$ cat src/design/dee_pkg.sv
// Shared types and constants of the data EEPROM controller.
`timescale 1ns / 1ps
`default_nettype none

package dee_pkg;

  localparam int ADDR_BITS  = 8;
  localparam int CELL_COUNT = 1 << ADDR_BITS;

  localparam logic [7:0]  UNLOCK_FIRST  = 8'h55;
  localparam logic [7:0]  UNLOCK_SECOND = 8'hAA;
  localparam logic [7:0]  ERASED_BYTE   = 8'hFF;
  localparam logic [15:0] TICKS_RESET   = 16'd1000;

  typedef enum logic [1:0] {
    FUNC_READ  = 2'd0,
    FUNC_WRITE = 2'd1,
    FUNC_TICK  = 2'd2,
    FUNC_NONE  = 2'd3
  } func_t;

  typedef enum logic [2:0] {
    SEL_ADDR    = 3'd0,
    SEL_DATA    = 3'd1,
    SEL_CONTROL = 3'd2,
    SEL_UNLOCK  = 3'd3,
    SEL_DONE    = 3'd4
  } reg_sel_t;

  typedef enum logic [1:0] {
    UNLOCK_IDLE  = 2'd0,
    UNLOCK_HALF  = 2'd1,
    UNLOCK_ARMED = 2'd2
  } unlock_t;

  typedef enum logic {
    ST_IDLE  = 1'b0,
    ST_FETCH = 1'b1
  } state_t;

endpackage

`default_nettype wire

$ cat src/design/data_eeprom_controller.sv
// Top level of the data EEPROM controller: register file, unlock logic and cell store.
// The result strobe is registered, in the cycle after an accepted item; a control write
// setting the read bit in data space goes through the fetch state for the RAM read and
// gets its strobe from that state. Throughput: one item per cycle unless busy is high;
// results cannot stall. Reset (synchronous, rst high) clears its register file, sets
// write_ticks to 1000 and marks every cell erased (0xFF) at once by per-cell valid bits.
`timescale 1ns / 1ps
`default_nettype none

module data_eeprom_controller (
  input  wire logic        clk,
  input  wire logic        rst,
  input  wire logic        start,
  output logic             busy,
  input  wire logic [1:0]  func,
  input  wire logic [2:0]  reg_sel,
  input  wire logic [7:0]  wdata,
  output logic             result_valid,
  output logic      [7:0]  rdata,
  output logic             busy_res,
  output logic             done_res,
  input  wire logic        cfg_valid,
  output logic             cfg_ready,
  input  wire logic [15:0] cfg_data
);

  localparam int IDX_BITS = dee_pkg::ADDR_BITS;

  dee_pkg::state_t  state, state_next;
  dee_pkg::unlock_t unlock_stage, unlock_stage_next;

  logic [15:0] write_ticks;
  logic [7:0]  addr_reg, addr_reg_next;
  logic [7:0]  data_reg, data_reg_next;
  logic [1:0]  space_bits, space_bits_next;
  logic        write_enable, write_enable_next;
  logic        write_active, write_active_next;
  logic [15:0] ticks_left, ticks_left_next;
  logic        done_flag, done_flag_next;
  logic [7:0]  rd_value;
  logic        emit_now;

  logic [dee_pkg::CELL_COUNT-1:0] cell_valid;
  logic                           fetch_valid;
  logic [IDX_BITS-1:0]            cell_idx;
  logic                           ram_we, ram_re;
  logic [7:0]                     ram_rdata;
  logic [7:0]                     fetched;

  logic accept;

  assign accept    = start && !busy;
  assign cfg_ready = 1'b1;
  assign cell_idx  = IDX_BITS'(addr_reg);
  assign fetched   = fetch_valid ? ram_rdata : dee_pkg::ERASED_BYTE;

  // Next state.
  always_comb begin
    state_next = state;
    case (state)
      dee_pkg::ST_IDLE:  if (ram_re) state_next = dee_pkg::ST_FETCH;
      dee_pkg::ST_FETCH: state_next = dee_pkg::ST_IDLE;
      default:           state_next = dee_pkg::ST_IDLE;
    endcase
  end

  // Outputs of the sequencer.
  always_comb begin
    busy = 1'b0;
    case (state)
      dee_pkg::ST_IDLE:  busy = 1'b0;
      dee_pkg::ST_FETCH: busy = 1'b1;
      default:           busy = 1'b1;
    endcase
  end

  // Register file update for one accepted item or a finished cell fetch.
  always_comb begin
    addr_reg_next     = addr_reg;
    data_reg_next     = data_reg;
    space_bits_next   = space_bits;
    write_enable_next = write_enable;
    write_active_next = write_active;
    unlock_stage_next = unlock_stage;
    ticks_left_next   = ticks_left;
    done_flag_next    = done_flag;
    rd_value          = 8'h00;
    ram_we            = 1'b0;
    ram_re            = 1'b0;
    emit_now          = 1'b0;

    if (state == dee_pkg::ST_FETCH) begin
      data_reg_next = fetched;
    end else if (accept) begin
      emit_now = 1'b1;
      case (dee_pkg::func_t'(func))
        dee_pkg::FUNC_READ: begin
          unlock_stage_next = dee_pkg::UNLOCK_IDLE;
          case (dee_pkg::reg_sel_t'(reg_sel))
            dee_pkg::SEL_ADDR:    rd_value = addr_reg;
            dee_pkg::SEL_DATA:    rd_value = data_reg;
            dee_pkg::SEL_CONTROL: rd_value = {space_bits, 3'b000, write_enable,
                                              write_active, 1'b0};
            dee_pkg::SEL_DONE:    rd_value = {7'b0, done_flag};
            default:              rd_value = 8'h00;
          endcase
        end
        dee_pkg::FUNC_WRITE: begin
          unlock_stage_next = dee_pkg::UNLOCK_IDLE;
          case (dee_pkg::reg_sel_t'(reg_sel))
            dee_pkg::SEL_ADDR: if (!write_active) addr_reg_next = wdata;
            dee_pkg::SEL_DATA: if (!write_active) data_reg_next = wdata;
            dee_pkg::SEL_CONTROL: begin
              space_bits_next   = wdata[7:6];
              write_enable_next = wdata[2];
              if (!write_active && wdata[7:6] == 2'b00) begin
                // The cell read finishes in the fetch cycle, which emits the result.
                if (wdata[0]) begin
                  ram_re   = 1'b1;
                  emit_now = 1'b0;
                end
                if (wdata[1] && wdata[2] && unlock_stage == dee_pkg::UNLOCK_ARMED) begin
                  write_active_next = 1'b1;
                  ticks_left_next   = (write_ticks == 16'd0) ? 16'd1 : write_ticks;
                end
              end
            end
            dee_pkg::SEL_UNLOCK: begin
              if (wdata == dee_pkg::UNLOCK_FIRST) begin
                unlock_stage_next = dee_pkg::UNLOCK_HALF;
              end else if (wdata == dee_pkg::UNLOCK_SECOND &&
                           unlock_stage == dee_pkg::UNLOCK_HALF) begin
                unlock_stage_next = dee_pkg::UNLOCK_ARMED;
              end
            end
            dee_pkg::SEL_DONE: done_flag_next = wdata[0];
            default: ;
          endcase
        end
        dee_pkg::FUNC_TICK: begin
          if (write_active) begin
            if (ticks_left > 16'd1) begin
              ticks_left_next = ticks_left - 16'd1;
            end else begin
              ticks_left_next   = 16'd0;
              ram_we            = 1'b1;
              write_active_next = 1'b0;
              done_flag_next    = 1'b1;
            end
          end
        end
        default: ;
      endcase
    end
  end

  always_ff @(posedge clk) begin
    if (rst) begin
      state        <= dee_pkg::ST_IDLE;
      write_ticks  <= dee_pkg::TICKS_RESET;
      addr_reg     <= 8'h00;
      data_reg     <= 8'h00;
      space_bits   <= 2'b00;
      write_enable <= 1'b0;
      write_active <= 1'b0;
      unlock_stage <= dee_pkg::UNLOCK_IDLE;
      ticks_left   <= 16'd0;
      done_flag    <= 1'b0;
      cell_valid   <= '0;
      result_valid <= 1'b0;
    end else begin
      state        <= state_next;
      addr_reg     <= addr_reg_next;
      data_reg     <= data_reg_next;
      space_bits   <= space_bits_next;
      write_enable <= write_enable_next;
      write_active <= write_active_next;
      unlock_stage <= unlock_stage_next;
      ticks_left   <= ticks_left_next;
      done_flag    <= done_flag_next;
      result_valid <= emit_now || (state == dee_pkg::ST_FETCH);
      if (cfg_valid && cfg_ready) begin
        write_ticks <= cfg_data;
      end
      if (ram_we) begin
        cell_valid[cell_idx] <= 1'b1;
      end
    end
  end

  // Result payload and the erased-cell marker need no reset.
  always_ff @(posedge clk) begin
    rdata    <= rd_value;
    busy_res <= write_active_next;
    done_res <= done_flag_next;
    if (ram_re) begin
      fetch_valid <= cell_valid[cell_idx];
    end
  end

  dee_ram #(
    .WIDTH (8),
    .DEPTH (dee_pkg::CELL_COUNT)
  ) u_cells (
    .clk   (clk),
    .we    (ram_we),
    .waddr (cell_idx),
    .wdata (data_reg),
    .re    (ram_re),
    .raddr (cell_idx),
    .rdata (ram_rdata)
  );

  a_fetch_emits: assert property (@(posedge clk) disable iff (rst)
    state == dee_pkg::ST_FETCH |=> result_valid)
    else $error("cell fetch did not produce a result");

  a_active_has_ticks: assert property (@(posedge clk) disable iff (rst)
    write_active |-> ticks_left != 16'd0)
    else $error("write in progress with no ticks left");

  a_ram_exclusive: assert property (@(posedge clk) disable iff (rst)
    !(ram_we && ram_re))
    else $error("cell RAM read and write in the same cycle");

  a_write_only_active: assert property (@(posedge clk) disable iff (rst)
    ram_we |-> write_active && (state == dee_pkg::ST_IDLE))
    else $error("cell write outside an active byte write");

  a_start_needs_arm: assert property (@(posedge clk) disable iff (rst)
    $rose(write_active) |-> $past(unlock_stage) == dee_pkg::UNLOCK_ARMED)
    else $error("byte write started without the unlock sequence");

endmodule

`default_nettype wire

$ cat src/design/dee_ram.sv
// Generic single-port-write, registered-read RAM.
`timescale 1ns / 1ps
`default_nettype none

module dee_ram #(
  parameter int WIDTH = 8,
  parameter int DEPTH = 256
) (
  input  wire logic                     clk,
  input  wire logic                     we,
  input  wire logic [$clog2(DEPTH)-1:0] waddr,
  input  wire logic [WIDTH-1:0]         wdata,
  input  wire logic                     re,
  input  wire logic [$clog2(DEPTH)-1:0] raddr,
  output logic      [WIDTH-1:0]         rdata
);

  logic [WIDTH-1:0] mem [DEPTH];

  always_ff @(posedge clk) begin
    if (we) begin
      mem[waddr] <= wdata;
    end
    if (re) begin
      rdata <= mem[raddr];
    end
  end

endmodule

`default_nettype wire

$ cat config.mk
export PLATFORM = sky130hd
export DESIGN_NAME = data_eeprom_controller
export DESIGN_NICKNAME = d
export VERILOG_FILES = /design/src/design/dee_pkg.sv /design/src/design/data_eeprom_controller.sv /design/src/design/dee_ram.sv
export SDC_FILE = /design/constraint.sdc
export NUM_CORES = 2
export LEC_CHECK = 0
export BUFFER_PORTS_ARGS = -buffer_cell sky130_fd_sc_hd__buf_2
export CORE_MARGIN = 5
export CORE_UTILIZATION = 24
export DETAILED_ROUTE_END_ITERATION = 16
export PLACE_DENSITY_LB_ADDON = 0.15
export SLEW_MARGIN = 10
export SYNTH_ARGS = -nofsm -noshare
export SYNTH_HDL_FRONTEND = slang
export SYNTH_SLANG_ARGS = --single-unit
$ cat constraint.sdc
create_clock -name clk -period 5.3 [get_ports clk]
set_input_delay 0.795 -clock clk [delete_from_list [all_inputs] [get_ports clk]]
set_output_delay 0.795 -clock clk [all_outputs]
set_load 0.02 [all_outputs]
==> results.env <==
STATUS='finished, final reports clean'
CP_CELL_SEQUENCE='or4_1, or4_4, or4_4, nor2_1, buf_4, nand2_1, nor2_1'
DIEAREA_UM2=393000
HPWLAFTERDP_MM=168
WORST_PATH_DOMINANT_CELL_FAMILY='simple AND/OR/NAND/NOR gates'
WORST_SETUP_HOLD_PATH_CLK_SLEW_NS=0.06
FIRST_GLOBAL_VIAS=50200
SETUP_SLACK_NS=0.716
SYNTH_WARNINGS=0
POWER-PER-CELL-AREA_nW_PER_UM2=361
CTS.ROOT.BUFFER_CELL='sky130_fd_sc_hd__clkbuf_16'
PATH_BUF_INV=1
CTS_BUFFER_DEPTH=4
LARGEST_REGISTER_FFS=2048
DIE_WIDTH_UM=627
SEQ_AREA_FRAC_SYNTH=0.746
POST-CTS-SETUP-BUFFER-COUNT=0
CRITPATHREQUIREDTIME_NS=5.76
DRCVIOLATIONCOUNT=0
IO_BUFFER_COUNT=44
CTS_REPAIR_RESIZE_COUNT=0
SYNTH-EDFF-COUNT=2057
IR_DROP_mV=0.245
LAYOUT.FILLER_CELLS=37300
NETLIST-CELL-TYPE-COUNT=53
GRT.TOTAL_USAGE=0.140
RELATIVE_MAX_TRANSITION_MARGIN=0.105
INITIAL_UTILIZATION=0.241
SLEW_VIOLATIONS=0
CRITICAL_PATH.MAX_STAGE_DELAY_NS=0.78
REGISTER_BANK_WITH_THE_MOST_FLOPS='u_cells.mem'
GRT_SETUP_UNREPAIRED='false'
SYN_AVG_CELL_AREA_UM2=18.5
ANTENNA_FOUND_INITIAL=19
VIAS=48200
CRITICAL_PATH_STARTPOINT_CATEGORY='register'
WORST_CLOCK_SKEW_NS=0.0593
CTS.SINK_COUNT=2380
TNS_NS=0
FINALHOLDVIOLCOUNT=0
HOLD_PATH_CLASS='input pin to register'
MIN_PERIOD_OVER_PERIOD=0.865
CRITICALPATHCATEGORY='register to register'
POST_ROUTE_CELLS_DRIVE_ABOVE_1_SHARE=0.263
DETAIL_ROUTE.WL_PER_CELL_UM=26.8
WORST_SKEW_PAIR.LATE_LATENCY_NS=0.89
TIMING.MAX_CAP.VIOLATIONS=0
NUMBER_OF_DETAILED_ROUTE_ITERATIONS_IN_THE_FIRST_PASS=5
CTS_MADE_BUFFERS=276
POSTSYNTHNETCOUNT=4981
SYNTH_FF_TYPE='sky130_fd_sc_hd__edfxtp_1'
DRT_FIRST_ITER_VIOLATIONS=4040
TIGHTESTPINTRANSITION_NS=1.34
GATE_COUNT_POST_SYNTH=4943
CELLLEAKAGEPOWER_nW=28.9
HTREE_LEVELS=5
OVERFLOW=0
ROWS=226
POSTSYNTHREGISTERBITS=2380
HOLD_SLACK_NS=0.125
ROUTED_WIRELENGTH_MM=282
GRT_FIRST_PASS_WIRELENGTH_MM=397
VIASPERCELL=4.58
SYNTH-ASYNC-RESET-RATIO=0
FINALWORSTPATHREQUIREDPERIOD_NS=4.58
IOPINCOUNT=46
POST_SYNTH_INSTANCE_AREA_UM2=91400
MAXCLOCKFREQUENCY_MHz=218
SETUP-VIOLATIONS-FINAL=0
POST_CTS_HOLD_BUFFER_COUNT=0
CTS_TREE='done'
CRIT_FANOUT=20
CRITPATHSLOWESTCELL='sky130_fd_sc_hd__nor2_1'
SETUP.WORST_PATH.END_CLASS='register'
DIEHEIGHT_UM=627
NUM-NETS-FINAL=5315
CRITICAL_PATH_ARRIVAL_NS=5.05
DRT.ANTENNA.VIOLATING_NETS=0
PLACE_WS_NS=0.639
GRT_START_MAX_NET_PINS=213
SYNTHTOLAYOUTAREAGROWTH_PCT=18.9
REG.LARGEST.LIST='u_cells.mem x2048, cell_valid x256'
GPL.FINAL_WEIGHTED_CONGESTION=0.754
FLOORPLAN.CORE_AREA_UM2=379000
-- stage by stage --
stage	area [µm²]	utilization	instances	power (mW)
2_1_floorplan	91400	-	4943	20.7
3_3_place_gp	99900	0.264	10000	20.9
3_5_place_dp	99900	0.264	10000	20.9
4_1_cts	109000	0.287	10500	39.9
5_1_grt	109000	0.287	10500	40.7
6_report	109000	0.287	10500	39.3
-- final timing paths --
check	cells past startpoint	to	from	slack, ns
worst max-delay path	7	u_cells.mem[131][5]	ticks_left[8]	0.72
worst min-delay path	3	write_ticks[6]	cfg_data[6]	0.13
worst min register to register	2	cell_valid[42]	cell_valid[42]	0.46
worst max register to register	7	u_cells.mem[131][5]	ticks_left[8]	0.72
-- logic make-up after synthesis --
| family | after synthesis | synth area share |
|---|---|---|
| other cells | 1 | 0.0000410 |
| compound gates | 791 | 0.0530 |
| fa+ha+maj | 5 | 0.000684 |
| flops | 2380 | 0.746 |
| simple gates | 793 | 0.0390 |
| mux | 607 | 0.145 |
| xor+xnor | 3 | 0.000287 |
| buf+inv | 363 | 0.0157 |
-- layout make-up --
cell class,instances,area (µm²),share of cell area
sequential,2380,68300,0.628
multi-input combinational,2200,22000,0.202
clock buffer,344,7310,0.0672
tap,5016,6280,0.0577
timing repair buffer,398,3350,0.0308
clock inverter,146,1510,0.0139
inverter,21,78.8,0.000725
antenna,5,12.5,0.000115
-- cells in the mapped netlist (13+ instances only) --
| cell type | instances | share of area |
|---|---|---|
| sky130_fd_sc_hd__nand2_1 | 58 | 0.0024 |
| sky130_fd_sc_hd__buf_2 | 23 | 0.0013 |
| sky130_fd_sc_hd__nand2b_1 | 13 | 0.00089 |
| sky130_fd_sc_hd__inv_1 | 21 | 0.00086 |
| sky130_fd_sc_hd__nor2_1 | 583 | 0.024 |
| sky130_fd_sc_hd__a22oi_1 | 296 | 0.024 |
| sky130_fd_sc_hd__nand3_1 | 14 | 0.00077 |
| sky130_fd_sc_hd__mux4_2 | 576 | 0.14 |
| sky130_fd_sc_hd__o21ai_0 | 19 | 0.0010 |
| sky130_fd_sc_hd__nor4_1 | 45 | 0.0031 |
| sky130_fd_sc_hd__nor3_1 | 15 | 0.00082 |
| sky130_fd_sc_hd__clkbuf_1 | 232 | 0.0095 |
| sky130_fd_sc_hd__mux2i_1 | 31 | 0.0034 |
| sky130_fd_sc_hd__a21oi_1 | 420 | 0.023 |
| sky130_fd_sc_hd__edfxtp_1 | 2057 | 0.68 |
| sky130_fd_sc_hd__dfxtp_1 | 323 | 0.071 |
| sky130_fd_sc_hd__o22ai_1 | 22 | 0.0015 |
| sky130_fd_sc_hd__buf_1 | 77 | 0.0032 |
-- metal layers --
layer,up-vias,GRT usage,share of wire
li1,20800,-,-
met1,25900,0.191,0.44
met2,1159,0.233,0.49
met3,332,0.0226,0.046
met4,2,0.0318,0.022
met5,-,0,0.000046
-- worst min-delay path, stage by stage --
cell and delay (ns):
sky130_fd_sc_hd__buf_2 0.07, sky130_fd_sc_hd__mux2i_1 0.06, sky130_fd_sc_hd__nand2_1 0.06
-- cell usage in the layout (no fill, tap or decap), types with 10 or more instances in the layout --
cell and instances:
sky130_fd_sc_hd__clkinv_2 43, sky130_fd_sc_hd__edfxtp_1 2057, sky130_fd_sc_hd__bufinv_16 23, sky130_fd_sc_hd__nor2b_1 10, sky130_fd_sc_hd__o21ai_0 19, sky130_fd_sc_hd__nand3_1 10, sky130_fd_sc_hd__or2_2 12, sky130_fd_sc_hd__clkbuf_16 280
sky130_fd_sc_hd__nor4_1 44, sky130_fd_sc_hd__dfxtp_4 10, sky130_fd_sc_hd__o221ai_1 12, sky130_fd_sc_hd__a22oi_1 296, sky130_fd_sc_hd__mux4_2 576, sky130_fd_sc_hd__nor3_1 11, sky130_fd_sc_hd__clkinv_1 47, sky130_fd_sc_hd__buf_12 37
sky130_fd_sc_hd__nor2_2 12, sky130_fd_sc_hd__nor2_1 569, sky130_fd_sc_hd__o22ai_1 22, sky130_fd_sc_hd__mux2i_1 31, sky130_fd_sc_hd__inv_1 21, sky130_fd_sc_hd__nand2_1 45, sky130_fd_sc_hd__buf_4 317, sky130_fd_sc_hd__buf_2 43
sky130_fd_sc_hd__clkbuf_1 58, sky130_fd_sc_hd__dfxtp_1 313, sky130_fd_sc_hd__a21oi_1 420, sky130_fd_sc_hd__nand2b_1 11
-- where the power goes --
part / total [mW] / switching [mW] / internal, mW
registers: 20.1 / 0.0204 / 20.1
clock network: 18.8 / 7.83 / 11.0
logic: 0.346 / 0.249 / 0.0970
total: 39.3 / 8.10 / 31.2
Note: power is estimated with default switching activity, not from simulation.
